===== config.mk =====
export PLATFORM = sky130hd
export DESIGN_NAME = tick_seconds_and_led_pattern_blinker
export DESIGN_NICKNAME = d
export VERILOG_FILES = /design/src/design/tsb_pkg.sv /design/src/design/tsb_led.sv /design/src/design/tick_seconds_and_led_pattern_blinker.sv
export SDC_FILE = /design/constraint.sdc
export NUM_CORES = 1
export LEC_CHECK = 0
export ABC_AREA = 1
export ABC_CLOCK_PERIOD_IN_PS = 2200
export BUFFER_PORTS_ARGS = -buffer_cell sky130_fd_sc_hd__buf_2
export CAP_MARGIN = 10
export CORE_MARGIN = 2
export CORE_UTILIZATION = 40
export CTS_CLUSTER_DIAMETER = 60
export DETAILED_ROUTE_END_ITERATION = 8
export PLACE_DENSITY = 0.59
export SLEW_MARGIN = 0
export SYNTH_ARGS = -nofsm -noshare
export SYNTH_HDL_FRONTEND = slang
export SYNTH_SLANG_ARGS = --single-unit

===== constraint.sdc =====
create_clock -name clk -period 2.2 [get_ports clk]
set_clock_uncertainty 0.05 [all_clocks]
set_input_delay 0.22 -clock clk [delete_from_list [all_inputs] [get_ports clk]]
set_output_delay 0.22 -clock clk [all_outputs]
set_load 0.01 [all_outputs]

===== src/design/tsb_pkg.sv =====
// Shared types and constants for the tick seconds counter and LED pattern blinker.
// Holds the transfer payload structs, register indexes and reset values.
// No dependencies.
package tsb_pkg;

    localparam int unsigned CFG_DATA_W = 32;
    localparam int unsigned REG_IDX_W  = 3;
    localparam int unsigned RATE_W     = 16;
    localparam int unsigned PERIOD_W   = 16;
    localparam int unsigned SECONDS_W  = 32;

    localparam logic [REG_IDX_W-1:0] REG_TICK_RATE    = 3'd0;
    localparam logic [REG_IDX_W-1:0] REG_LED0_PATTERN = 3'd1;
    localparam logic [REG_IDX_W-1:0] REG_LED0_PERIOD  = 3'd2;

    localparam logic [RATE_W-1:0]   TICK_RATE_RESET = 16'd100;
    localparam logic [PERIOD_W-1:0] PERIOD_RESET    = 16'd1;

    localparam logic ACT_TICK     = 1'b0;
    localparam logic ACT_SET_TIME = 1'b1;

    typedef struct packed {
        logic        action;
        logic [31:0] time_value;
    } in_t;

    typedef struct packed {
        logic [31:0] seconds;
        logic        second_pulse;
        logic        led0_lit;
        logic        led1_lit;
    } out_t;

    typedef struct packed {
        logic wr_pattern;
        logic wr_period;
        logic tick;
    } led_ctl_t;

endpackage


===== src/design/tsb_led.sv =====
// One LED channel: period counter, shifting pattern copy and drive register.
// Depends on tsb_pkg for the control struct and widths.
module tsb_led #(
    parameter int unsigned PATTERN_BITS = 32
) (
    input  logic                            clk,
    input  logic                            rst_n,
    input  tsb_pkg::led_ctl_t               ctl,
    input  logic [tsb_pkg::CFG_DATA_W-1:0]  data,
    output logic                            drive_next
);

    localparam int unsigned BL_W = $clog2(PATTERN_BITS + 1);

    logic [PATTERN_BITS-1:0]          pattern_reg, pattern_next;
    logic [tsb_pkg::PERIOD_W-1:0]     period_reg, period_next;
    logic [tsb_pkg::PERIOD_W-1:0]     count_reg, count_next;
    logic [PATTERN_BITS-1:0]          shift_reg, shift_next;
    logic [BL_W-1:0]                  bits_reg, bits_next;
    logic                             drive_reg;
    logic [PATTERN_BITS+tsb_pkg::CFG_DATA_W-1:0] data_wide;
    logic [tsb_pkg::PERIOD_W-1:0]     count_dec;
    logic [BL_W-1:0]                  bits_dec;

    assign data_wide = {{PATTERN_BITS{1'b0}}, data};
    assign count_dec = count_reg - 1'b1;
    assign bits_dec  = bits_reg - 1'b1;

    always_comb
    begin
        pattern_next = pattern_reg;
        period_next  = period_reg;
        count_next   = count_reg;
        shift_next   = shift_reg;
        bits_next    = bits_reg;
        drive_next   = drive_reg;
        if (ctl.wr_pattern)
        begin
            pattern_next = data_wide[PATTERN_BITS-1:0];
        end
        if (ctl.wr_period)
        begin
            period_next = data[tsb_pkg::PERIOD_W-1:0];
        end
        if (ctl.wr_pattern || ctl.wr_period)
        begin
            count_next = tsb_pkg::PERIOD_W'(1);
            bits_next  = BL_W'(1);
            shift_next = pattern_next;
        end
        else if (ctl.tick)
        begin
            count_next = count_dec;
            if (count_dec == '0)
            begin
                count_next = period_reg;
                drive_next = shift_reg[0];
                if (bits_dec == '0)
                begin
                    bits_next  = BL_W'(PATTERN_BITS);
                    shift_next = pattern_reg;
                end
                else
                begin
                    bits_next  = bits_dec;
                    shift_next = shift_reg >> 1;
                end
            end
        end
    end

    always_ff @(posedge clk or negedge rst_n)
    begin
        if (!rst_n)
        begin
            pattern_reg <= '0;
            period_reg  <= tsb_pkg::PERIOD_RESET;
            count_reg   <= tsb_pkg::PERIOD_W'(1);
            shift_reg   <= '0;
            bits_reg    <= BL_W'(1);
            drive_reg   <= 1'b0;
        end
        else
        begin
            pattern_reg <= pattern_next;
            period_reg  <= period_next;
            count_reg   <= count_next;
            shift_reg   <= shift_next;
            bits_reg    <= bits_next;
            drive_reg   <= drive_next;
        end
    end

endmodule


===== src/design/tick_seconds_and_led_pattern_blinker.sv =====
// Each accepted item is either one system tick or a request to load the seconds counter, and
// every item yields exactly one result: the seconds count, a pulse when that tick completed a
// second, and the drive of each LED. An item is taken in every clock cycle while the output
// register is empty or being read; its result is registered in the single output register
// stage and appears in the next cycle. Writing a LED's pattern or period restarts that LED
// so the next tick shows bit 0; a period or tick rate of zero lasts 65536 ticks.
// Configuration is written through cfg_wen, cfg_index and cfg_data; a LED write acts at once,
// while a new tick rate is only used from the next reload of the rate counter.
module tick_seconds_and_led_pattern_blinker #(
    parameter int unsigned LED_COUNT    = 2,
    parameter int unsigned PATTERN_BITS = 32
) (
    input  logic                            clk,
    input  logic                            rst_n,
    input  logic                            cfg_wen,
    input  logic [tsb_pkg::REG_IDX_W-1:0]   cfg_index,
    input  logic [tsb_pkg::CFG_DATA_W-1:0]  cfg_data,
    input  logic                            in_valid,
    output logic                            in_ready,
    input  tsb_pkg::in_t                    in_data,
    output logic                            out_valid,
    input  logic                            out_ready,
    output tsb_pkg::out_t                   out_data
);

    localparam int unsigned NUM_LED = (LED_COUNT < 2) ? LED_COUNT : 2;

    logic [tsb_pkg::RATE_W-1:0]    tick_rate_reg, tick_rate_next;
    logic [tsb_pkg::RATE_W-1:0]    rate_reg, rate_next;
    logic [tsb_pkg::SECONDS_W-1:0] seconds_reg, seconds_next;
    logic                          out_valid_reg, out_valid_next;
    tsb_pkg::out_t                 out_data_reg, out_data_next;
    logic [tsb_pkg::RATE_W-1:0]    rate_dec;
    logic                          pulse;
    logic                          in_fire;
    logic                          tick;
    logic [1:0]                    drive_next;

    assign in_ready  = !out_valid_reg || out_ready;
    assign in_fire   = in_valid && in_ready;
    assign tick      = in_fire && (in_data.action == tsb_pkg::ACT_TICK);
    assign rate_dec  = rate_reg - 1'b1;
    assign out_valid = out_valid_reg;
    assign out_data  = out_data_reg;

    for (genvar g = 0; g < 2; g++)
    begin : g_led
        if (g < NUM_LED)
        begin : g_on
            tsb_pkg::led_ctl_t ctl;

            assign ctl.wr_pattern = cfg_wen && (cfg_index ==
                tsb_pkg::REG_IDX_W'(tsb_pkg::REG_LED0_PATTERN + 2 * g));
            assign ctl.wr_period  = cfg_wen && (cfg_index ==
                tsb_pkg::REG_IDX_W'(tsb_pkg::REG_LED0_PERIOD + 2 * g));
            assign ctl.tick       = tick;

            tsb_led #(
                .PATTERN_BITS(PATTERN_BITS)
            ) u_led (
                .clk       (clk),
                .rst_n     (rst_n),
                .ctl       (ctl),
                .data      (cfg_data),
                .drive_next(drive_next[g])
            );
        end
        else
        begin : g_off
            assign drive_next[g] = 1'b0;
        end
    end

    always_comb
    begin
        tick_rate_next = tick_rate_reg;
        rate_next      = rate_reg;
        seconds_next   = seconds_reg;
        pulse          = 1'b0;
        if (cfg_wen && (cfg_index == tsb_pkg::REG_TICK_RATE))
        begin
            tick_rate_next = cfg_data[tsb_pkg::RATE_W-1:0];
        end
        if (in_fire)
        begin
            if (in_data.action == tsb_pkg::ACT_SET_TIME)
            begin
                seconds_next = in_data.time_value;
            end
            else if (rate_dec == '0)
            begin
                seconds_next = seconds_reg + 1'b1;
                rate_next    = tick_rate_reg;
                pulse        = 1'b1;
            end
            else
            begin
                rate_next = rate_dec;
            end
        end
    end

    always_comb
    begin
        out_valid_next = out_valid_reg;
        out_data_next  = out_data_reg;
        if (in_fire)
        begin
            out_valid_next             = 1'b1;
            out_data_next.seconds      = seconds_next;
            out_data_next.second_pulse = pulse;
            out_data_next.led0_lit     = drive_next[0];
            out_data_next.led1_lit     = drive_next[1];
        end
        else if (out_ready)
        begin
            out_valid_next = 1'b0;
        end
    end

    always_ff @(posedge clk or negedge rst_n)
    begin
        if (!rst_n)
        begin
            tick_rate_reg <= tsb_pkg::TICK_RATE_RESET;
            rate_reg      <= tsb_pkg::TICK_RATE_RESET;
            seconds_reg   <= '0;
            out_valid_reg <= 1'b0;
        end
        else
        begin
            tick_rate_reg <= tick_rate_next;
            rate_reg      <= rate_next;
            seconds_reg   <= seconds_next;
            out_valid_reg <= out_valid_next;
        end
    end

    always_ff @(posedge clk)
    begin
        out_data_reg <= out_data_next;
    end

endmodule


==> run metrics, run 1 <==
Clk network pwr share 21.0%; part of the cycle the worst path needs 111%; Root Buffer clkbuf_16; Clock Sinks 306; Crit path largest cell delay 0.40 ns; Clk pin slew, worst setup/hold paths approximately 0.060 ns; H-tree depth reported by CTS 2; Max Buffers Root-to-Sink 3; final hold violations 0; Seq pwr share 27.8%; distinct cell type count after synthesis 38; total global routing overflow 0; Crit path buffers/inverters 3; synthesized area per cell approximately 7.3 um^2; Post-layout nets 2683; ANT nets after route 0; Crit-path slowest cell dfrtp_1; mapped cell area 16700 um^2; cell row count 74; type of the worst setup path reg -> reg; Inserted Diodes 0; Post-Syn Instances 2291; Die Y-Extent 208 um; DRC 0; WL/cell 16.5 um; vias in the first global route 15200; Fillers 3769; starting density of the core between 40% and 50%; outcome finished with violations; Die X-Extent 208 um; Worst Hold Class in -> reg; area delta synth->final 37.0%; initial DRC count approximately 1200; CTS tree built; via/cell ratio 5.10; Top FF cell, synth dfrtp_1; crit path setup slack, layout -0.242 ns; Ports 110; CORE AREA just over 40000 um^2; I/O Buffers ~110; initial antenna violation count 0; unrepaired setup endpoints after global routing true; top cells by area, synth dfrtp_1, nand2_1, nand3_1, o21ai_0, edfxtp_1; Comb power frac 51.3%; Slew headroom 27.7%; crit-path cells buf_6 -> nor2_4 -> nand2_4 -> buf_6 -> nor2_4 -> nand3_2 -> nand2_2 -> nand2_1 -> nor2_4 -> nand3_4 -> clkbuf_16 -> nand2_2 -> nand3_2 -> nand2_1 -> nand2_1; Yosys top cell area share about two fifths; Pre-antenna DRT Iters 5; Final min period 2.44 ns; post-DP HPWL 32.6 mm; sw frac 41.6%; clock latency on the worst-skew pair 0.57 ns; GP Congestion between 0.8 and 0.9; IR drop worst, VDD just over 1 mV; power per standard cell area between 1000 and 1500 nW/um^2; Ys Warns 0; Total GRT Usage 22.6%; Max-Cap Viols 0; Psw 0.0127 W; syn nets 2375; register bit total from synthesis 306; most common cell after layout, fill and taps aside nand2_1; via count ~16000; Critical Path Source Type register; CP required around 2.5 ns; Worst setup EP type register; final setup violating endpoints 172; most frequent cells in the layout nand2_1, dfrtp_1, nor2_1, o21ai_0, nand3_1; post-synth top area cell dfrtp_1; placed cell areas 18800 um^2; total negative slack -22.96 ns; fin area 22900 um^2; failing checks setup timing; register area share after synthesis 47.0%; pins over their slew limit 0; final wirelength about 52 mm; Worst Max-Slew Pin Slew 1.08 ns; layout cells sized above 1 27.6%; Multi-input gate area around 9000 um^2; P_leak 11.3 nW; CTS Buf Count 37; Post-synth EDFFs 35; Post-synth ARST share between 80% and 90%; Worst path top cell family by delay simple AND/OR/NAND/NOR gates; Pint between 0.015 and 0.02 W; die area 43400 um^2; pin count of the biggest net entering global routing 65; critical path fanouts, max 8; f_max 0.410 GHz; storage element area 7850 um^2; first-pass GRT wire length 79.6 mm; Worst Path Arrival 2.71 ns
## power groups by stage
stage / logic, W / clock network (W) / registers [W]
floorplan: 0.00808 / 0 / 0.00819
global placement: 0.0120 / 0 / 0.00837
detailed placement: 0.0121 / 0 / 0.00840
CTS: 0.0129 / 0.00655 / 0.00835
global route: 0.0174 / 0.00678 / 0.00869
finish: 0.0157 / 0.00641 / 0.00850
## kinds of logic after synthesis
| group | count (synthesis) | share of synthesized area, % |
|---|---|---|
| XOR/XNOR | 45 | 2.45 |
| AO/OA/AOI/OAI | 250 | 7.64 |
| AND/OR/NAND/NOR | 1413 | 35.4 |
| buffers and inverters | 266 | 6.70 |
| adder cells (fa/ha/maj) | 11 | 0.824 |
| flip-flops | 306 | 47.0 |
## worst paths after layout
| check | from | endpoint | slack (ns) | cells past startpoint |
|---|---|---|---|---|
| hold reg to reg | g_led[0].g_on.u_led.period_reg[15] | g_led[0].g_on.u_led.count_reg[15] | 0.42 | 2 |
| min in group asynchronous | rst_n | g_led[0].g_on.u_led.count_reg[8] | 0.14 | 2 |
| hold / removal | in_data[32] | out_data[2] | 0.01 | 2 |
| setup reg to reg | rate_reg[1] | out_data[6] | -0.24 | 15 |
| max in group asynchronous | rst_n | g_led[1].g_on.u_led.count_reg[0] | 1.21 | 3 |
| setup / recovery | rate_reg[1] | out_data[6] | -0.24 | 15 |
## cell type report
| type | count | area share, % |
|---|---|---|
| multi-input combinational | 1720 | 39.8 |
| inverter | 161 | 2.64 |
| clock buffer | 50 | 4.52 |
| timing repair buffer | 373 | 14.8 |
| sequential | 306 | 34.3 |
| clock inverter | 18 | 1.04 |
| tap | 532 | 2.91 |
## cells in the mapped netlist, types with 2 or more instances
cell type / count
a22oi_1: 8
o21ai_1: 26
o21ai_0: 212
dfstp_2: 12
a21oi_1: 2
and2_1: 2
inv_2: 8
edfxtp_1: 35
nand4_1: 13
clkbuf_1: 52
nand2_1: 857
xor2_1: 26
nand3_2: 5
nand3_1: 253
buf_1: 14
inv_1: 151
buf_2: 24
xnor2_1: 17
ha_1: 11
nand3b_1: 12
buf_6: 9
nand2_2: 6
buf_4: 6
dfrtp_1: 259
clkinv_1: 2
nor2_4: 9
nor2_1: 223
nor3_1: 15
nor2_2: 13
## worst reg2reg max path, stage by stage (launching register included)
cell       delay [ns]
dfrtp_1          0.40
buf_6            0.13
nor2_4           0.13
nand2_4          0.11
buf_6            0.14
nor2_4           0.18
nand3_2          0.10
nand2_2          0.08
nand2_1          0.08
nor2_4           0.13
nand3_4          0.16
clkbuf_16        0.22
nand2_2          0.07
nand3_2          0.05
nand2_1          0.09
nand2_1          0.07
## through the flow
step / setup slack, ns / total power (W) / std cells / util [%] / hold slack [ns]
after floorplan: 0.0168 / 0.0163 / 2291 / - / -0.126
after global placement: -0.165 / 0.0203 / 2985 / 45.9 / 0.145
after detailed placement: -0.180 / 0.0205 / 2985 / 45.9 / 0.144
after CTS: -0.136 / 0.0278 / 3122 / 51.5 / 0.00400
after global routing: -0.360 / 0.0328 / 3160 / 55.8 / 0.0133
final: -0.242 / 0.0306 / 3160 / 55.8 / 0.0148
## metal layers
layer	vias to the layer above	routed length [um]	track usage [%]
met5	-	0	0
met4	0	1670	8.14
met3	98	2740	3.94
met2	404	24900	37.1
met1	7657	22800	30.0
li1	7957	-	-
## timing repair
action | 4_1_cts | 5_1_grt
endpoints found under the hold margin | 223 | 0
gates resized for setup | 64 | 341
cloned | 5 | 21
buffers inserted | 14 | 20
endpoints found under the setup margin | 171 | 190
pin swaps | 12 | 141
hold buffers | 50 | 0
(Power assumes the default switching activity.)
==> run 2: changes to the inputs <==
--- a/config.mk
+++ b/config.mk
@@ -9,6 +9,7 @@
 export ABC_CLOCK_PERIOD_IN_PS = 2200
 export BUFFER_PORTS_ARGS = -buffer_cell sky130_fd_sc_hd__buf_2
 export CAP_MARGIN = 10
+export CORE_ASPECT_RATIO = 0.7
 export CORE_MARGIN = 2
 export CORE_UTILIZATION = 40
 export CTS_CLUSTER_DIAMETER = 60
==> run 2 against run 1 <==
- the run still ends with setup timing left
- fmax is 0.63% lower
- design area is 2.8% higher
- core utilization is 1.4 points higher
- count of clock-buffer cells in the layout stayed put
- routed wire length is 8.9% higher
- flip-flop and latch count stayed put
- cell count is 0.92% higher
==> run metrics, run 2 (same netlist as run 1, synthesis figures left out) <==
crit path setup slack, layout -0.257 ns (was -0.242 ns); Max Buffers Root-to-Sink 3 (unchanged); CORE AREA 41100 um^2 (was 41000 um^2); layout cells sized above 1 30.8% (was 27.6%); CTS Buf Count 35 (was 37); Slew headroom 50.1% (was 27.7%); Worst Path Arrival 2.69 ns (was 2.71 ns); vias in the first global route 15500 (was 15200); Most Crowded Layer GR met1 (was met2); Clk pin slew, worst setup/hold paths 0.06 ns (about the same); Inst Count DP 3020 (was 2985); post-DP HPWL 34.7 mm (was 32.6 mm); Worst Hold Class in -> reg (unchanged); Root Buffer clkbuf_16 (unchanged); pin count of the biggest net entering global routing 74 (was 65); H-tree depth reported by CTS 2 (unchanged); storage element area 7850 um^2 (about the same); Post-layout nets 2700 (was 2683); Pre-antenna DRT Iters 8 (was 5); initial DRC count 1636 (was 1184); via/cell ratio 5.22 (was 5.10); met3 Resource Use GR 3.42% (was 3.94%); ANT nets after route 0 (unchanged); Reg-to-Reg Start rate_reg[1] (unchanged); Worst Max-Slew Pin Slew 0.748 ns (was 1.08 ns); type of the worst setup path reg -> reg (unchanged); Die X-Extent 248 um (was 208 um); worst reg2reg setup slack -0.26 ns (was -0.24 ns); failing checks setup timing (unchanged); met1 Use GR 39.0% (was 30.0%); IR drop worst, VDD 1.23 mV (was 1.02 mV); most frequent cells in the layout nand2_1, dfrtp_1, o21ai_0, nor2_1, buf_4 (was nand2_1, dfrtp_1, nor2_1, o21ai_0, nand3_1); Multi-input gate area 9470 um^2 (was 9100 um^2); Critical Path Source Type register (unchanged); final hold violations 0 (unchanged); post-layout util 57.2% (was 55.8%); f_max 0.407 GHz (was 0.410 GHz); final cell count without fillers 3189 (was 3160); pins over their slew limit 0 (unchanged); Fillers 3737 (was 3769); CTS tree built (unchanged); via count 16600 (was 16100); most common cell after layout, fill and taps aside nand2_1 (unchanged); Hold Slack 0.0184 ns (was 0.0148 ns); r2r endpoint out_data[6] (unchanged); Ports 110 (unchanged); DRC 0 (unchanged); met2 Use GR 35.5% (was 37.1%); Clock Sinks 306 (unchanged); die area 43400 um^2 (about the same); hold_sp in_data[11] (was in_data[32]); CP required 2.44 ns (was 2.46 ns); unrepaired setup endpoints after global routing true (unchanged); Final min period 2.46 ns (was 2.44 ns); I/O Buffers 109 (unchanged); Worst Reg2Reg Path Length in Cells 14 (was 15); Worst setup EP type register (unchanged); outcome finished with violations (unchanged); WL/cell 17.8 um (was 16.5 um); power per standard cell area 1350 nW/um^2 (was 1340 nW/um^2); total global routing overflow 0 (unchanged); final wirelength 56.7 mm (was 52.1 mm); first-pass GRT wire length 85.3 mm (was 79.6 mm); part of the cycle the worst path needs 112% (was 111%); Max-Cap Viols 0 (unchanged); Cells on Worst Hold Path 5 (was 2); clock latency on the worst-skew pair 0.54 ns (was 0.57 ns); Total GRT Usage 24.8% (was 22.6%); critical path fanouts, max 8 (unchanged); Pwr Total 0.0319 W (was 0.0306 W); worst hold path endpoint seconds_reg[11] (was out_data[2]); P_leak 11.4 nW (was 11.3 nW); GP Congestion 0.923 (was 0.888); Die Y-Extent 175 um (was 208 um); starting density of the core 40.6% (was 40.7%); area delta synth->final 40.8% (was 37.0%); final setup violating endpoints 173 (was 172); cell row count 62 (was 74); initial antenna violation count 4 (was 0)
[run 2: cell count changes in the layout (fill, tap and decap cells not counted), sizes merged]
cell	change
clkbuf	-5
bufbuf	+1
bufinv	-2
diode	+2
clkinv	+1
buf	+44
clkinvlp	-3
nor2	-1
dlygate4sd3	-20
[run 2: timing repair]
item	in CTS	in global routing
gates resized for setup	153	357
cloned	14	12
endpoints found under the hold margin	306	0
hold buffers	30	0
buffers inserted	34	25
endpoints found under the setup margin	177	193
pin swaps	47	135
[run 2: where the power goes]
| part | switching, W | internal [W] | total, W | leakage (nW) |
|---|---|---|---|---|
| registers | 0.00126 | 0.00728 | 0.00854 | 3.79 |
| logic | 0.00974 | 0.00763 | 0.0174 | 7.05 |
| clock network | 0.00250 | 0.00345 | 0.00595 | 0.568 |
| total | 0.0135 | 0.0184 | 0.0319 | 11.4 |
[run 2: stage by stage]
stage | instance area (um^2) | worst slack [ns] | setup TNS, ns
after CTS | 21800 | -0.170 | -12.79
after global routing | 23500 | -0.369 | -48.04
final | 23500 | -0.257 | -24.99
after detailed placement | 19100 | -0.279 | -18.01
after floorplan | 16700 | 0.0168 | 0
after global placement | 19100 | -0.254 | -10.58
[run 2: worst max-delay path by stage]
stage	startpoint	end	slack, ns	depth (start not counted)
CTS	g_led[1].g_on.u_led.count_reg[0]	g_led[1].g_on.u_led.shift_reg[24]	-0.17	14
detailed placement	g_led[1].g_on.u_led.count_reg[0]	out_data[0]	-0.28	13
global route	rate_reg[1]	seconds_reg[29]	-0.37	18
finish	rate_reg[1]	out_data[6]	-0.26	14
floorplan	g_led[0].g_on.u_led.count_reg[0]	g_led[0].g_on.u_led.shift_reg[17]	0.02	14
global placement	g_led[1].g_on.u_led.count_reg[0]	out_data[0]	-0.25	13
[run 2: cell type report]
type | count | share of cell area, %
inverters | 161 | 2.58
multi-input cells | 1719 | 40.3
clock inverters | 14 | 0.633
well taps | 544 | 2.90
flip-flops and latches | 306 | 33.4
clock buffers | 50 | 4.27
repair buffers | 393 | 15.9
diodes | 2 | 0.0213
[run 2: layer usage]
layer  wire length (um)  share of wire (%)
met2              24500                 43
met3               3760                6.6
met1              27300                 48
met4               1090                1.9
met5                  0                  0
[run 2: critical path: stages (launching register included)]
cell and delay [ns]:
dfrtp_1 0.40, buf_6 0.13, nor2_4 0.10, nand2_4 0.10
nor2_8 0.17, buf_6 0.14, xor2_4 0.16, nand2_2 0.08
nor2_4 0.15, nand3_4 0.19, clkbuf_16 0.25, nand2_4 0.07
nand3_2 0.07, nand2_1 0.08, nand2_1 0.06
